==> src/rtl/jsu_pkg.sv <==
// ----------------------------------------------------------------------------
// jsu_pkg
// Shared types and constants of the JSON string unescape core: result kinds
// and the decoded packet that travels from the decoder to the output side.
// ----------------------------------------------------------------------------
package jsu_pkg;

  localparam int unsigned QueueDepth = 4;

  typedef enum logic [1:0] {
    KIND_DATA = 2'd0,
    KIND_END  = 2'd1,
    KIND_ERR  = 2'd2
  } kind_e;

  // One decoded input byte: cnt results (1..3), all of kind `kind`.
  typedef struct packed {
    logic [1:0] cnt;
    kind_e      kind;
    logic [7:0] b0;
    logic [7:0] b1;
    logic [7:0] b2;
  } pkt_t;

endpackage

==> src/rtl/jsu_front.sv <==
// ----------------------------------------------------------------------------
// jsu_front
// Decoder: takes one text byte per cycle unless the queue is full, tracks
// string and escape state, and turns each byte into a 0..3 result packet.
// ----------------------------------------------------------------------------
module jsu_front (
  input  logic          clk_i,
  input  logic          rst_ni,
  input  logic          in_valid_i,
  input  logic [7:0]    in_byte_i,
  output logic          in_ready_o,
  input  logic          full_i,
  output logic          push_o,
  output jsu_pkg::pkt_t pkt_o
);
  import jsu_pkg::*;

  typedef enum logic [2:0] {
    PH_IDLE = 3'd0,
    PH_STR  = 3'd1,
    PH_ESC  = 3'd2,
    PH_HEX1 = 3'd3,
    PH_HEX2 = 3'd4,
    PH_HEX3 = 3'd5,
    PH_HEX4 = 3'd6
  } phase_e;

  localparam logic [7:0] ChQuote = 8'h22;
  localparam logic [7:0] ChBslash = 8'h5C;
  localparam logic [7:0] ChU = 8'h75;

  phase_e      phase_q, phase_d;
  logic [11:0] acc_q, acc_d;
  logic        accept;
  logic        hex_ok;
  logic [3:0]  hex_val;
  logic        esc_ok;
  logic [7:0]  esc_val;
  logic [15:0] code;
  pkt_t        pkt;

  always_comb begin
    hex_ok  = 1'b1;
    hex_val = 4'd0;
    if (in_byte_i >= 8'h30 && in_byte_i <= 8'h39) begin
      hex_val = in_byte_i[3:0];
    end else if ((in_byte_i >= 8'h61 && in_byte_i <= 8'h66) ||
                 (in_byte_i >= 8'h41 && in_byte_i <= 8'h46)) begin
      hex_val = in_byte_i[3:0] + 4'd9;
    end else begin
      hex_ok = 1'b0;
    end
  end

  always_comb begin
    esc_ok  = 1'b1;
    esc_val = 8'h00;
    unique case (in_byte_i)
      8'h22:   esc_val = 8'h22;
      8'h5C:   esc_val = 8'h5C;
      8'h2F:   esc_val = 8'h2F;
      8'h62:   esc_val = 8'h08;
      8'h66:   esc_val = 8'h0C;
      8'h6E:   esc_val = 8'h0A;
      8'h72:   esc_val = 8'h0D;
      8'h74:   esc_val = 8'h09;
      default: esc_ok = 1'b0;
    endcase
  end

  assign code = {acc_q, hex_val};

  always_comb begin
    phase_d  = phase_q;
    acc_d    = acc_q;
    pkt      = '0;
    pkt.kind = KIND_DATA;
    unique case (phase_q)
      PH_STR: begin
        if (in_byte_i == ChQuote) begin
          pkt.cnt  = 2'd1;
          pkt.kind = KIND_END;
          phase_d  = PH_IDLE;
        end else if (in_byte_i == ChBslash) begin
          phase_d = PH_ESC;
        end else if (in_byte_i < 8'h20) begin
          pkt.cnt  = 2'd1;
          pkt.kind = KIND_ERR;
          phase_d  = PH_IDLE;
        end else begin
          pkt.cnt = 2'd1;
          pkt.b0  = in_byte_i;
        end
      end
      PH_ESC: begin
        if (in_byte_i == ChU) begin
          acc_d   = '0;
          phase_d = PH_HEX1;
        end else if (esc_ok) begin
          pkt.cnt = 2'd1;
          pkt.b0  = esc_val;
          phase_d = PH_STR;
        end else begin
          pkt.cnt  = 2'd1;
          pkt.kind = KIND_ERR;
          phase_d  = PH_IDLE;
        end
      end
      PH_HEX1, PH_HEX2, PH_HEX3, PH_HEX4: begin
        if (!hex_ok) begin
          pkt.cnt  = 2'd1;
          pkt.kind = KIND_ERR;
          phase_d  = PH_IDLE;
        end else if (phase_q != PH_HEX4) begin
          acc_d   = code[11:0];
          phase_d = phase_e'(phase_q + 3'd1);
        end else begin
          acc_d   = code[11:0];
          phase_d = PH_STR;
          if (code[15:7] == '0) begin
            pkt.cnt = 2'd1;
            pkt.b0  = code[7:0];
          end else if (code[15:11] == '0) begin
            pkt.cnt = 2'd2;
            pkt.b0  = {3'b110, code[10:6]};
            pkt.b1  = {2'b10, code[5:0]};
          end else begin
            pkt.cnt = 2'd3;
            pkt.b0  = {4'b1110, code[15:12]};
            pkt.b1  = {2'b10, code[11:6]};
            pkt.b2  = {2'b10, code[5:0]};
          end
        end
      end
      default: begin
        if (in_byte_i == ChQuote) begin
          phase_d = PH_STR;
        end else begin
          pkt.cnt  = 2'd1;
          pkt.kind = KIND_ERR;
          phase_d  = PH_IDLE;
        end
      end
    endcase
  end

  assign in_ready_o = !full_i;
  assign accept     = in_valid_i && !full_i;
  assign push_o     = accept && (pkt.cnt != 2'd0);
  assign pkt_o      = pkt;

  always_ff @(posedge clk_i or negedge rst_ni) begin
    if (!rst_ni) begin
      phase_q <= PH_IDLE;
      acc_q   <= '0;
    end else if (accept) begin
      phase_q <= phase_d;
      acc_q   <= acc_d;
    end
  end

endmodule

==> src/rtl/jsu_fifo.sv <==
// ----------------------------------------------------------------------------
// jsu_fifo
// Short packet queue between decoder and output serializer.
// ----------------------------------------------------------------------------
module jsu_fifo #(
  parameter int unsigned Depth = jsu_pkg::QueueDepth
) (
  input  logic          clk_i,
  input  logic          rst_ni,
  input  logic          push_i,
  input  jsu_pkg::pkt_t pkt_i,
  output logic          full_o,
  input  logic          pop_i,
  output logic          empty_o,
  output jsu_pkg::pkt_t head_o
);
  import jsu_pkg::*;

  localparam int unsigned AddrW = (Depth > 1) ? $clog2(Depth) : 1;
  localparam int unsigned CntW  = $clog2(Depth + 1);
  localparam logic [AddrW-1:0] LastAddr = AddrW'(Depth - 1);

  pkt_t            mem_q [Depth];
  logic [AddrW-1:0] wr_q, rd_q;
  logic [CntW-1:0]  cnt_q;
  logic             do_push, do_pop;

  assign full_o  = (cnt_q == CntW'(Depth));
  assign empty_o = (cnt_q == '0);
  assign head_o  = mem_q[rd_q];
  assign do_push = push_i && !full_o;
  assign do_pop  = pop_i && !empty_o;

  always_ff @(posedge clk_i) begin
    if (do_push) begin
      mem_q[wr_q] <= pkt_i;
    end
  end

  always_ff @(posedge clk_i or negedge rst_ni) begin
    if (!rst_ni) begin
      wr_q  <= '0;
      rd_q  <= '0;
      cnt_q <= '0;
    end else begin
      if (do_push) begin
        wr_q <= (wr_q == LastAddr) ? '0 : wr_q + 1'b1;
      end
      if (do_pop) begin
        rd_q <= (rd_q == LastAddr) ? '0 : rd_q + 1'b1;
      end
      if (do_push && !do_pop) begin
        cnt_q <= cnt_q + 1'b1;
      end else if (do_pop && !do_push) begin
        cnt_q <= cnt_q - 1'b1;
      end
    end
  end

endmodule

==> src/rtl/jsu_back.sv <==
// ----------------------------------------------------------------------------
// jsu_back
// Output serializer: unless out_ready stalls it, walks the head packet one
// result per cycle into the output register; pops it after its last result.
// ----------------------------------------------------------------------------
module jsu_back (
  input  logic          clk_i,
  input  logic          rst_ni,
  input  logic          empty_i,
  input  jsu_pkg::pkt_t head_i,
  output logic          pop_o,
  output logic          out_valid_o,
  input  logic          out_ready_i,
  output logic [1:0]    kind_o,
  output logic [7:0]    data_byte_o,
  output logic          last_o
);
  import jsu_pkg::*;

  logic [1:0] idx_q;
  logic       valid_q;
  logic [1:0] kind_q;
  logic [7:0] data_q;
  logic       last_q;
  logic       load, emit, is_last;
  logic [7:0] sel_byte;

  assign load    = !valid_q || out_ready_i;
  assign emit    = load && !empty_i;
  assign is_last = (idx_q == head_i.cnt - 2'd1);
  assign pop_o   = emit && is_last;

  always_comb begin
    case (idx_q)
      2'd1:    sel_byte = head_i.b1;
      2'd2:    sel_byte = head_i.b2;
      default: sel_byte = head_i.b0;
    endcase
  end

  always_ff @(posedge clk_i or negedge rst_ni) begin
    if (!rst_ni) begin
      valid_q <= 1'b0;
      idx_q   <= '0;
    end else if (load) begin
      valid_q <= !empty_i;
      if (emit) begin
        idx_q <= is_last ? 2'd0 : idx_q + 2'd1;
      end
    end
  end

  always_ff @(posedge clk_i) begin
    if (emit) begin
      kind_q <= head_i.kind;
      data_q <= sel_byte;
      last_q <= is_last;
    end
  end

  assign out_valid_o = valid_q;
  assign kind_o      = kind_q;
  assign data_byte_o = data_q;
  assign last_o      = last_q;

endmodule

==> src/rtl/json_string_unescape_core.sv <==
// ----------------------------------------------------------------------------
// json_string_unescape_core
// Byte-serial decoder for quoted JSON strings with \uXXXX to UTF-8 output.
// ----------------------------------------------------------------------------
// Accepts one byte of JSON text per cycle while the packet queue is not full.
// Each byte yields zero to three results (decoded byte, end of string, or
// error), with last set on the final result of that byte; a result passes
// through the packet queue and then the output register. The output side
// emits one result per cycle while the output register is free or taken,
// so a \u escape that expands to three UTF-8 bytes holds it for all three;
// a packet queue of QueueDepth entries between decoder and output register
// absorbs these bursts, and input ready drops only when the queue is full.
// Bytes already given for a string that later fails are not withdrawn.
module json_string_unescape_core #(
  parameter int unsigned QueueDepth = jsu_pkg::QueueDepth
) (
  input  logic       clk_i,
  input  logic       rst_ni,
  input  logic       in_valid_i,
  output logic       in_ready_o,
  input  logic [7:0] in_byte_i,
  output logic       out_valid_o,
  input  logic       out_ready_i,
  output logic [1:0] kind_o,
  output logic [7:0] data_byte_o,
  output logic       last_o
);
  import jsu_pkg::*;

  logic push, full, pop, empty;
  pkt_t pkt, head;

  jsu_front u_front (
    .clk_i      (clk_i),
    .rst_ni     (rst_ni),
    .in_valid_i (in_valid_i),
    .in_byte_i  (in_byte_i),
    .in_ready_o (in_ready_o),
    .full_i     (full),
    .push_o     (push),
    .pkt_o      (pkt)
  );

  jsu_fifo #(
    .Depth (QueueDepth)
  ) u_fifo (
    .clk_i   (clk_i),
    .rst_ni  (rst_ni),
    .push_i  (push),
    .pkt_i   (pkt),
    .full_o  (full),
    .pop_i   (pop),
    .empty_o (empty),
    .head_o  (head)
  );

  jsu_back u_back (
    .clk_i       (clk_i),
    .rst_ni      (rst_ni),
    .empty_i     (empty),
    .head_i      (head),
    .pop_o       (pop),
    .out_valid_o (out_valid_o),
    .out_ready_i (out_ready_i),
    .kind_o      (kind_o),
    .data_byte_o (data_byte_o),
    .last_o      (last_o)
  );

endmodule
==> config.mk <==
export PLATFORM = sky130hd
export DESIGN_NAME = json_string_unescape_core
export DESIGN_NICKNAME = d
export VERILOG_FILES = /design/src/rtl/jsu_pkg.sv /design/src/rtl/jsu_front.sv /design/src/rtl/jsu_fifo.sv /design/src/rtl/jsu_back.sv /design/src/rtl/json_string_unescape_core.sv
export SDC_FILE = /design/constraint.sdc
export NUM_CORES = 1
export LEC_CHECK = 0
export ABC_CLOCK_PERIOD_IN_PS = 4300
export BUFFER_PORTS_ARGS = -buffer_cell sky130_fd_sc_hd__buf_4
export CELL_PAD_IN_SITES_DETAIL_PLACEMENT = 1
export CELL_PAD_IN_SITES_GLOBAL_PLACEMENT = 1
export CORE_MARGIN = 5
export CORE_UTILIZATION = 30
export DETAILED_ROUTE_END_ITERATION = 8
export PLACE_DENSITY = 0.5
export SYNTH_ARGS = -nofsm -noshare
export SYNTH_HDL_FRONTEND = slang
export SYNTH_SLANG_ARGS = --single-unit
==> constraint.sdc <==
create_clock -name clk_i -period 4.3 [get_ports clk_i]
set_clock_uncertainty 0.15 [all_clocks]
set_input_delay 0.43 -clock clk_i [delete_from_list [all_inputs] [get_ports clk_i]]
set_output_delay 0.43 -clock clk_i [all_outputs]
set_load 0.02 [all_outputs]
; ---- Word-level counts from Yosys, hierarchy flattened
; Memory sizes are Yosys's and may differ from the RTL's.
; Cells that the tools add are included.
[word_totals]
in_bits = 12
word_cells = 129
register_bits = 36
output_inout_bits = 13
ramBits = 112
mem_count = 1
[op_classes]
magnitude_cmp = 7
eq_ne = 25
n_addsub = 8
n_mux = 49
n_reduce_logical = 29
[memory_table]
columns = memory, words, word_bits, read_ports, rd_ports_with_merged_regs, write_ports, line
row1 = u_fifo.mem_q, 4, 28, 1, 0, 1, jsu_fifo.sv:23  ; pkt_t mem_q [Depth];
[op_table]
columns = op, count
row1 = "== test 8 x 7 -> 1 bit, second input constant", 7
row2 = case mux 7 bit (8 select lines), 1
row3 = two-way mux 24 bit, 2
row4 = two-way mux 16 bit, 2
row5 = two-way mux 8 bit, 4
row6 = two-way mux 3 bit, 10
row7 = two-way mux 12 bit, 2
row8 = case mux 12 bit (2 select lines), 1
row9 = case mux 8 bit (3 select lines), 1
row10 = two-way mux 11 bit, 2
row11 = two-way mux 2 bit, 9
row12 = "== test 8 x 6 -> 1 bit, second input constant", 2
row13 = "greater-or-equal comparator 8 x 7 -> 1 bit, second input constant", 2
row14 = "less-or-equal comparator 8 x 7 -> 1 bit, second input constant", 2
row15 = case mux 8 bit (2 select lines), 1
row16 = two-way mux 14 bit, 1
row17 = "== test 3 bit, second input constant", 4
row18 = case mux 4 bit (3 select lines), 1
row19 = logical AND 1 bit, 11
row20 = logical NOT 9 bit, 1
row21 = case mux 3 bit (3 select lines), 1
row22 = "greater-or-equal comparator 8 x 6 -> 1 bit, second input constant", 1
row23 = "less-or-equal comparator 8 x 6 -> 1 bit, second input constant", 1
row24 = "less-than comparator 8 x 6 -> 1 bit, second input constant", 1
row25 = other kinds (25), 48

; ---- Longest topological paths before layout
; Gate-level depths: netlist of run 1.
[logic_depth]
word_depth = 14
ltp_mapped = 13
depth_no_buf = 13

; ---- Modules after synthesis
; From an unflattened synthesis of run 1, not the netlist that was laid out.
[hier_totals]
cells_unflattened = 453
area_unflattened_um2 = 6770.2
[modules_own_cells]
columns = mod, seq_area_each_um2, area_each_um2, cells_each, instances
row1 = jsu_fifo, 3538.4, 4484.3, 183, 1
row2 = jsu_front, 375.4, 1619.1, 213, 1
row3 = jsu_back, 405.4, 666.9, 57, 1

; ---- Least setup slack after synthesis of run 1
; No wires, ideal clock.
[synth_path]
kind = input to register
start = in in_byte_i[0]
end = mem u_fifo.mem_q[0][0] (netlist name) (enable)
t_required_ps = 3765
cell_stages = 8
arrival_time_ps = 2579
n_path_buf = 0
setup_time_ps = 385
path_slack_ps = 1186
cell_sequence = inv_1 > ha_1 > o21bai_1 > a2111oi_4 > or2_2 > nand3_4 > a31oi_4 > and2_1
[synth_via]
elab_chain_len = 12
word_cells_on_any_way = 26
classes_between = order compare (6) / eq/ne (3) / mux (10) / reduce/logical (7)
[synth_lines]
columns = item, line
row1 = from (decl), json_string_unescape_core.sv:21  ; input logic [7:0] in_byte_i,
row2 = greater-or-equal comparator 8 x 7 -> 1 bit (tied with other cells), jsu_front.sv:47  ; end else if ((in_byte_i >= 8'h61 && in_byte_i <= 8'h66) ||
row3 = logical AND 1 bit (on tied branches), "jsu_front.sv:47, jsu_front.sv:48"
row4 = logical OR 1 bit, jsu_front.sv:47
row5 = two-way mux 1 bit, jsu_front.sv:47
row6 = two-way mux 1 bit, jsu_front.sv:45  ; if (in_byte_i >= 8'h30 && in_byte_i <= 8'h39) begin
row7 = two-way mux 2 bit, jsu_front.sv:110  ; if (!hex_ok) begin
row8 = case mux 4 bit (3 select lines) *, jsu_front.sv:78  ; unique case (phase_q)
row9 = nonzero test 2 bit *, jsu_front.sv:149  ; assign push_o = accept && (pkt.cnt != 2'd0);
row10 = logical AND 1 bit *, jsu_front.sv:149
row11 = logical AND 1 bit *, jsu_fifo.sv:31  ; assign do_push = push_i && !full_o;
row12 = net u_fifo.do_push, jsu_fifo.sv:26  ; logic do_push, do_pop;
row13 = two-way mux 1 bit *, jsu_fifo.sv:35  ; if (do_push) begin
row14 = two-way mux 1 bit (not written as such) *, jsu_fifo.sv:36  ; mem_q[wr_q] <= pkt_i;
row15 = to (decl), jsu_fifo.sv:23
; Mark *: on every way through the listed nets, which the timed path passes. The rest lies on a longest branch.

; ---- Worst setup path after layout of run 1
[layout_path]
start = reg u_fifo.rd_q[0]
end = reg u_fifo.cnt_q[1]
[layout_via]
elab_chain_len = 8
word_cells_on_any_way = 10
classes_between = add/sub (1) / eq/ne (1) / mux (1) / reduce/logical (6) / memory (1)
[layout_lines]
columns = item, line
row1 = from (decl), jsu_fifo.sv:24  ; logic [AddrW-1:0] wr_q, rd_q;
row2 = from (signal assigned), jsu_fifo.sv:50  ; rd_q <= (rd_q == LastAddr) ? '0 : rd_q + 1'b1;
row3 = memory (4 x 28 bit) *, --
row4 = subtractor 2 x 1 -> 2 bit *, jsu_back.sv:30  ; assign is_last = (idx_q == head_i.cnt - 2'd1);
row5 = == test 2 bit *, jsu_back.sv:30
row6 = net u_back.is_last, jsu_back.sv:25  ; logic load, emit, is_last;
row7 = logical AND 1 bit *, jsu_back.sv:31  ; assign pop_o = emit && is_last;
row8 = logical AND 1 bit *, jsu_fifo.sv:32  ; assign do_pop = pop_i && !empty_o;
row9 = logical NOT 1 bit, jsu_fifo.sv:52  ; if (do_push && !do_pop) begin
row10 = logical AND 1 bit, jsu_fifo.sv:52
row11 = two-way mux 3 bit or nonzero test 2 bit (tied branches), --
row12 = to (signal assigned), jsu_fifo.sv:53  ; cnt_q <= cnt_q + 1'b1;
row13 = to (signal assigned), jsu_fifo.sv:55  ; cnt_q <= cnt_q - 1'b1;
row14 = to (decl), jsu_fifo.sv:25  ; logic [CntW-1:0] cnt_q;
; Marks and branches as above.
; A chain may end at the register's enable or synchronous reset.

==> results of run 1 <==
==> final cells by class <==
class,count,area (um2),share of cell area
Clock buffer,19,432.9,0.05726
Inverter,17,63.81,0.008440
Tap cell,275,344.1,0.04551
Timing Repair Buffer,33,250.2,0.03310
Clock inverter,13,172.7,0.02284
Sequential cell,140,4080,0.5396
Multi-Input combinational cell,275,2217,0.2932
==> worst max-delay path by stage <==
stage	start	end	slack, ps	cells after the start
6_report	u_fifo.rd_q[0]	u_fifo.cnt_q[1]	1090	10
4_1_cts	u_fifo.rd_q[0]	u_fifo.cnt_q[1]	1070	10
2_1_floorplan	in_byte_i[0]	u_fifo.mem_q[0][0]	1190	8
5_1_grt	u_fifo.rd_q[0]	u_fifo.cnt_q[1]	880	10
3_5_place_dp	in_byte_i[0]	u_fifo.cnt_q[2]	670	14
3_3_place_gp	in_byte_i[0]	u_fifo.cnt_q[2]	810	14
==> cell usage in the layout, fill, tap and decap left out, types with 16 or more instances in the layout <==
master	netlist	routed
nor2_1	19	19
buf_4	1	32
clkbuf_16	0	17
mux4_2	26	26
dfrtp_1	25	24
o21ai_1	18	18
a21oi_1	16	16
nand2_1	55	55
inv_1	16	16
edfxtp_1	115	115
==> stage by stage <==
step | instances | instance area [um2] | utilization | setup slack [ps] | hold slack, ps
3_3_place_gp | 739 | 6945 | 0.3294 | 805.2 | 221.9
4_1_cts | 772 | 7561 | 0.3586 | 1069 | 122.8
3_5_place_dp | 739 | 6945 | 0.3294 | 667.5 | 231.7
2_1_floorplan | 448 | 6439 | - | 1186 | -15.59
6_report | 772 | 7561 | 0.3586 | 1091 | 143.4
5_1_grt | 772 | 7561 | 0.3586 | 880.3 | 139.9
==> power by group through the flow <==
stage | clock network (mW) | registers (mW) | logic [mW]
after floorplan | 0 | 2.03 | 0.900
after global routing | 1.60 | 2.03 | 1.47
final | 1.50 | 1.99 | 1.33
after CTS | 1.54 | 2.00 | 1.38
after global placement | 0 | 2.01 | 1.36
after detailed placement | 0 | 2.03 | 1.37
==> routing by layer <==
| layer | up-vias | routed length, um | share of wire |
|---|---|---|---|
| met5 | - | 0 | 0 |
| met4 | 0 | 259 | 0.017 |
| met3 | 18 | 331 | 0.021 |
| met2 | 52 | 7715 | 0.50 |
| met1 | 2014 | 7107 | 0.46 |
| li1 | 1799 | - | - |
==> tightest hold or removal path: cells and delay by family <==
family | cells | cell delay (ps)
buffers and inverters | 1 | 70
and+or+nand+nor | 2 | 160
==> logic make-up after synthesis <==
kind of cell,after synthesis,share of synthesized area
xor gates and xnor gates,8,0.01088
buffers and inverters,33,0.02215
and+or+nand+nor,136,0.1117
muxes,33,0.1028
AOI/OAI and AO/OA,85,0.09251
adders and majority gates,13,0.02643
DFF,140,0.6335
==> synthesized netlist by cell type (5+ instances only) <==
library cell / count
edfxtp_1: 115
nand2_1: 55
mux4_2: 26
dfrtp_1: 25
nor2_1: 19
o21ai_1: 18
a21oi_1: 16
inv_1: 16
o21ai_0: 14
ha_1: 12
and2_1: 10
a22oi_1: 9
nand3_1: 7
buf_2: 6
clkbuf_1: 6
and3_1: 5
xnor2_1: 5
==> registers in the layout (all words and copies together) (netlist names) <==
register            flops
u_fifo.rd_q             2
u_back.out_valid_o      1
u_fifo.wr_q             2
u_back.last_o           1
u_back.idx_q            2
u_back.kind_o           2
u_fifo.cnt_q            3
u_fifo.mem_q          104
u_front.phase_q         3
u_back.data_byte_o      8
u_front.acc_q          12
==> repair_timing <==
action	CTS	global route
hold endpoints to repair	25	0
setup buffers	0	0
hold buffers	1	0
==> impl_metrics.json, run 1 <==
{
  "yosysWarnings": 0,
  "setup_violations": 0,
  "pwr-share-seq": 0.413,
  "yosys.cell_types.count": 72,
  "yosysTopAreaCell": "edfxtp_1",
  "row_count": 53,
  "yosys-top-cells-area": "edfxtp_1 54%, dfrtp_1 9.7%, mux4_2 9.1%",
  "root_buffer": "clkbuf_16",
  "synth_edf_count": 115,
  "clock_latency_ps": 410,
  "p_leak_nw": 2.650,
  "h-tree-depth": 4,
  "synth_nets": 473,
  "grt_setup_unrepaired": "false",
  "use_met1": 0.1730,
  "synth_cells": 448,
  "drt_iter0_drc": 214,
  "path_cells": "mux4_2 > xnor2_1 > nand2_1 > o22ai_1 > and2_1 > inv_1 > ha_1 > inv_1 > fa_1 > mux2_2",
  "fp.coreArea_um2": 21090,
  "required_ps": 4450,
  "use_met3": 0.02544,
  "power.total_mw": 4.825,
  "hold_depth": 3,
  "slowest_stage": "mux4_2",
  "gp_congestion": 0.8158,
  "p_comb_frac": 0.276,
  "clockPowerShare": 0.311,
  "timing.slew.headroom": 0.6022,
  "antenna_cells": 0,
  "critPathMaxFanout": 10,
  "min_period_ps": 3209,
  "dieWidth_um": 156.5,
  "track_usage": 0.1335,
  "status": "finished, final reports clean",
  "synth-seq-cells": 140,
  "port_buffers": 24,
  "grt_max_degree": 27,
  "grt_pass1_vias": 4231,
  "reg2reg_depth": 10,
  "critPathBufInv": 2,
  "cts_buffer_depth": 2,
  "cts.repair.resized": 0,
  "syn_area_per_cell_um2": 14.37,
  "cpMostUsedCell": "inv_1",
  "final_antenna_net_count": 0,
  "antenna_found_initial": 0,
  "powerDensity_nw_per_um2": 638.2,
  "grt_pass1_wl_um": 24380,
  "boundaryPins": 25,
  "crit_family": "multiplexers",
  "drive_gt1_frac": 0.2153,
  "min-delay-start": "out_ready_i",
  "crit-reg2reg-launch": "u_fifo.rd_q[0]",
  "fin_crit_sh": 0.7463,
  "synth_area_um2": 6439,
  "wire_per_inst_um": 19.97,
  "async_flop_share": 0.1786,
  "numClockSinks": 140,
  "grt-ovfl-total": 0,
  "path_class": "flip-flop to flip-flop",
  "sw_frac_of_total": 0.2991,
  "drc": 0,
  "critPathMaxStageDelay_ps": 560,
  "power.internal_mw": 3.382,
  "hold_viol": 0,
  "grtUsageMet2": 0.2206,
  "synthFlopType": "edfxtp_1",
  "viasPerCell": 5.030,
  "critPathArrivalTime_ps": 3360,
  "drv_cap": 0,
  "switchingPower_mw": 1.443,
  "worstMarginPinSlew_ps": 580.1,
  "routed_wl_um": 15410,
  "whs_endpoint": "u_back.out_valid_o",
  "fin_nets": 509,
  "timing.rr.end": "u_fifo.cnt_q[1]",
  "ir_drop_uv": 229.7,
  "num_vias": 3883,
  "cp-start-kind": "flip-flop",
  "hpwl_um": 10700,
  "worst-r2r-setup-slack_ps": 1090,
  "fill_cells": 2236,
  "clk_pin_slew_ps": 60,
  "cp-end-kind": "flip-flop",
  "dr.pass1.iters": 4,
  "tritoncts": "yes",
  "tns_ps": 0,
  "syn_to_final_growth_pct": 17.43,
  "die-area_um2": 24490,
  "hold_path.class": "primary input to flip-flop",
  "fmax_mhz": 311.6,
  "die_y_um": 156.5,
  "grt.busiest_layer": "met2",
  "cts_buffers": 17,
  "start_util": 0.3053,
  "ys_seq_area_frac": 0.6335,
  "synth_top_cell_area_share": 0.5363,
  "maxSlewViolCount": 0
}
Power figures use the tool's default switching activity.
==> run 2: changes to the inputs <==
Settings changed: ABC_CLOCK_PERIOD_IN_PS 4300 to 2900, PLACE_DENSITY 0.5 to 0.52.
Clock period 4.3 ns to 2.9 ns, I/O delays scaled along.
==> run 2 against run 1 <==
Against the previous run:
- register-to-register slack worse by 1000 ps
- clock power is 48% higher
- maximum frequency is 14% higher
- critical path type unchanged
- power is 53% higher
- global-route usage is 0.33 points higher
- wire length is 4.1% higher
- sequential power is 46% higher
- utilization is 2.4 points higher
- setup slack worse by 1000 ps
- final cell count is 6.3% higher
- non-clock buffer count is 50 higher
==> impl_metrics.json, run 2 (synthesis results as in run 1) <==
{
  "final_antenna_net_count": 0,
  "tns_ps": 0,
  "h-tree-depth": 4,
  "antenna_cells": 0,
  "tritoncts": "yes",
  "critPathMaxStageDelay_ps": 580,
  "start_util": 0.3053,
  "antenna_found_initial": 0,
  "maxSlewViolCount": 0,
  "row_count": 53,
  "min_period_ps": 2810,
  "dieWidth_um": 156.5,
  "drt_iter0_drc": 254,
  "fin_nets": 559,
  "viasPerCell": 4.923,
  "cp-start-kind": "flip-flop",
  "hpwl_um": 11310,
  "grt_max_degree": 28,
  "clk_pin_slew_ps": 60,
  "hold_path.class": "primary input to asynchronous set/reset pin",
  "grt_setup_unrepaired": "true",
  "die_y_um": 156.5,
  "clock_latency_ps": 420,
  "syn_to_final_growth_pct": 25.17,
  "largest_register": "u_fifo.mem_q",
  "grt-ovfl-total": 0,
  "numClockSinks": 140,
  "boundaryPins": 25,
  "gp_congestion": 0.8283,
  "dr.pass1.iters": 4,
  "cts_buffers": 17,
  "p_leak_nw": 2.922,
  "grt_pass1_wl_um": 25190,
  "critPathMaxFanout": 3,
  "die-area_um2": 24490,
  "status": "finished, final reports clean",
  "drv_cap": 0,
  "wire_per_inst_um": 19.55,
  "cts_buffer_depth": 2,
  "worstMarginPinSlew_ps": 714.6,
  "track_usage": 0.1368,
  "path_class": "flip-flop to flip-flop",
  "final_area_um2": 8059,
  "largest_reg_flops": 104,
  "path_cells": "or4_4 > nand2_2 > o22a_1 > a31oi_4 > a31oi_4 > ha_2 > inv_1 > fa_1 > xor2_1 > nor2_2 > xor2_1",
  "powerDensity_nw_per_um2": 917.9,
  "fp.coreArea_um2": 21090,
  "critPathBufInv": 1,
  "ir_drop_uv": 397.8,
  "critPathArrivalTime_ps": 2990,
  "drc": 0,
  "setup_violations": 0,
  "root_buffer": "clkbuf_16",
  "drive_gt1_frac": 0.3114,
  "worst_slack_ps": 89.50,
  "timing.slew.headroom": 0.5185,
  "fmax_mhz": 355.8,
  "dp_slack_ps": -22.02,
  "cp-end-kind": "flip-flop",
  "port_buffers": 24,
  "timing.hold.ws_ps": 183.8,
  "place_area_um2": 7361,
  "final_cell_mix": "115 x edfxtp_1, 76 x buf_4, 54 x nand2_1, 26 x mux4_2, 23 x dfrtp_1",
  "fin_cells": 821,
  "hold_viol": 0,
  "slowest_stage": "or4_4",
  "num_vias": 4042,
  "layout_commonest_cell": "edfxtp_1",
  "crit_family": "simple AND/OR/NAND/NOR gates",
  "routed_wl_um": 16050,
  "grt_pass1_vias": 4323,
  "required_ps": 3080,
  "placed_cells": 785,
  "fin_crit_sh": 0.9691
}
run 2: cell count changes in the layout (fill, tap and decap cells not counted), moves of 2 or more:
cell,previous run,this run
buf_4,32,76
and2_2,0,4
nor2_2,1,3
buf_12,0,5
nor2_1,19,17
and2_1,10,5
clkinv_4,1,4
clkinv_2,4,2
run 2: per-layer routing:
layer	routed length (um)	GRT usage	vias up
met1	7530	0.1797	2075
met3	346	0.02904	17
met5	0	0	-
li1	-	-	1901
met2	7974	0.2298	49
met4	196	0.03843	0
run 2: path summary, 6_finish.rpt:
path	slack, ps	end	cells after the start	startpoint
setup / recovery	90	u_fifo.cnt_q[2]	11	u_front.acc_q[5]
hold / removal	180	u_back.idx_q[1]	2	rst_ni
setup reg to reg	90	u_fifo.cnt_q[2]	11	u_front.acc_q[5]
hold reg to reg	370	u_front.phase_q[2]	1	u_front.phase_q[2]
max in group asynchronous	2110	u_front.phase_q[2]	2	rst_ni
min in group clk_i	260	u_fifo.mem_q[2][21]	3	in_byte_i[5]
run 2: area by class of cell:
type	count	area, um2
Tap cell	275	344.1
Clock buffer	19	432.9
Inverter	17	63.81
Fill cell	2186	13030
Timing Repair Buffer	83	690.7
Sequential cell	140	4081
Clock inverter	12	172.7
Multi-Input combinational cell	275	2273
run 2: where the power goes:
| part | total [mW] | internal, mW | switching (mW) |
|---|---|---|---|
| sequential | 2.90 | 2.74 | 0.156 |
| clock | 2.22 | 1.43 | 0.789 |
| combinational | 2.28 | 1.04 | 1.25 |
run 2: repair_timing:
| action | CTS | global route |
|---|---|---|
| resized for setup | 1 | 11 |
| endpoints found under the hold margin | 26 | 0 |
| buffers inserted | 0 | 3 |
| hold buffers | 2 | 0 |
| pin swaps | 0 | 5 |
| setup endpoints to repair | 1 | 2 |
run 2: stage by stage:
| step | utilization | total power, mW |
|---|---|---|
| 3_5_place_dp | 0.3491 | 5.209 |
| 3_3_place_gp | 0.3491 | 5.151 |
| 5_1_grt | 0.3822 | 7.807 |
| 2_1_floorplan | - | 4.346 |
| 6_report | 0.3822 | 7.398 |
| 4_1_cts | 0.3789 | 7.443 |
==> run 3: changes to the inputs <==
Settings changed: CORE_MARGIN 5 to unset, MAX_ROUTING_LAYER set to met4.
==> run 3 against run 2 <==
Against the previous run:
- maximum frequency rose by 1.2%
- largest cell class unchanged
- die area decreased by 10%
- global-route usage up 2.4 points
- wire length fell by 1.1%
- combinational power is 3% lower
- first-iteration DRC count fell by 20%
- count of clock-buffer cells in the layout up 1
- critical path depth stayed put
- utilization down 0.32 points
- setup slack improved by 32 ps
- power shrank 3.6%
- register-to-register slack improved by 30 ps
==> impl_metrics.json, run 3 (synthesis results as in run 1) <==
{
  "status": "finished, final reports clean",
  "track_usage": 0.1611,
  "grt_pass1_vias": 4398,
  "cp-start-kind": "flip-flop",
  "fp.coreArea_um2": 21020,
  "hpwl_um": 11140,
  "port_buffers": 24,
  "routed_wl_um": 15880,
  "grt_max_degree": 28,
  "grt_pass1_wl_um": 25310,
  "final_cell_mix": "115 x edfxtp_1, 78 x buf_4, 54 x nand2_1, 26 x mux4_2, 24 x dfrtp_1",
  "powerDensity_nw_per_um2": 895.4,
  "cts_buffer_depth": 2,
  "tns_ps": 0,
  "root_buffer": "clkbuf_16",
  "fin_crit_sh": 0.9580,
  "largest_reg_flops": 104,
  "fin_cells": 821,
  "tritoncts": "yes",
  "critPathMaxFanout": 3,
  "final_antenna_net_count": 0,
  "place_area_um2": 7363,
  "maxSlewViolCount": 0,
  "fmax_mhz": 359.9,
  "final_area_um2": 7966,
  "required_ps": 3080,
  "layout_commonest_cell": "edfxtp_1",
  "h-tree-depth": 4,
  "finish.utilization": 0.3790,
  "p_leak_nw": 2.881,
  "clk_pin_slew_ps": 60,
  "cts_buffers": 17,
  "largest_register": "u_fifo.mem_q",
  "gp_congestion": 0.8697,
  "wire_per_inst_um": 19.34,
  "boundaryPins": 25,
  "critPathArrivalTime_ps": 2960,
  "setup_violations": 0,
  "num_vias": 4066,
  "dieWidth_um": 148.5,
  "grt-ovfl-total": 0,
  "die-area_um2": 22050,
  "cp-end-kind": "flip-flop",
  "path_class": "flip-flop to flip-flop",
  "placed_cells": 787,
  "antenna_found_initial": 0,
  "dr.pass1.iters": 5,
  "hold_viol": 0,
  "syn_to_final_growth_pct": 23.73,
  "fin_nets": 560,
  "min_period_ps": 2778,
  "die_y_um": 148.5,
  "row_count": 53,
  "timing.slew.headroom": 0.5861,
  "drc": 0,
  "numClockSinks": 140,
  "hold_path.class": "primary input to asynchronous set/reset pin",
  "start_util": 0.3063,
  "drive_gt1_frac": 0.2985,
  "clock_latency_ps": 420,
  "ir_drop_uv": 442.4,
  "drt_iter0_drc": 204,
  "antenna_cells": 0,
  "drv_cap": 0,
  "viasPerCell": 4.952,
  "worstMarginPinSlew_ps": 614.3
}
run 3: cell types whose count changed in the layout (fill, tap and decap cells not counted), moves of 2 or more:
| cell | change |
|---|---|
| buf_4 | +2 |
| clkinv_4 | -4 |
| clkinvlp_4 | +2 |
| bufinv_16 | -2 |
run 3: final timing paths:
kind,start,endpoint,slack (ps),cells after the start
max reg2reg,u_front.acc_q[6],u_fifo.cnt_q[2],120,11
max,u_front.acc_q[6],u_fifo.cnt_q[2],120,11
min reg2reg,u_back.out_valid_o,u_back.out_valid_o,360,2
min,rst_ni,u_fifo.rd_q[1],180,2
min in group clk_i,in_byte_i[3],u_front.acc_q[3],280,4
max in group asynchronous,rst_ni,u_fifo.rd_q[0],2130,2
run 3: final cells by class:
class / instances / area [um2]
well taps: 275 / 344.1
inverters: 17 / 63.81
flip-flops and latches: 140 / 4080
repair buffers: 84 / 685.7
multi-input cells: 275 / 2255
fillers: 2200 / 13060
clock inverters: 10 / 101.3
clock buffers: 20 / 436.7
run 3: report_power, final:
group / switching [mW] / total, mW / internal, mW / leakage (nW)
clock network: 0.768 / 2.01 / 1.24 / 0.258
registers: 0.159 / 2.90 / 2.74 / 1.41
logic: 1.22 / 2.22 / 1.00 / 1.21
total: 2.15 / 7.13 / 4.98 / 2.88
run 3: critical path: stages (launching register included):
cell,delay [ps]
dfrtp_1,380
or4_4,580
nand2_2,90
o22a_1,180
a31oi_4,110
a31oi_4,180
ha_2,210
inv_1,60
fa_2,330
xor2_1,150
nor2_1,120
xor2_1,160
run 3: repair_timing:
item | 4_1_cts | 5_1_grt
setup endpoints to repair | 0 | 2
endpoints found under the hold margin | 26 | 0
hold buffers | 2 | 0
gates resized for setup | 0 | 7
setup buffers | 0 | 2
run 3: metrics by stage:
step | power [mW] | setup slack (ps) | hold slack [ps]
final | 7.133 | 121.8 | 182.1
after global routing | 7.507 | -13.55 | 225.6
after global placement | 5.132 | 19.47 | 85.02
after detailed placement | 5.184 | -22.37 | 90.71
after floorplan | 4.346 | 8.939 | -155.6
after CTS | 7.194 | 13.39 | 196.6
run 3: layer usage:
| layer | global-route usage | share of wire | wire (um) |
|---|---|---|---|
| met1 | 0.2000 | 0.46 | 7364 |
| met2 | 0.2610 | 0.49 | 7856 |
| met3 | 0.03006 | 0.023 | 359 |
| met4 | 0.06082 | 0.019 | 295 |
| met5 | - | 0 | 0 |
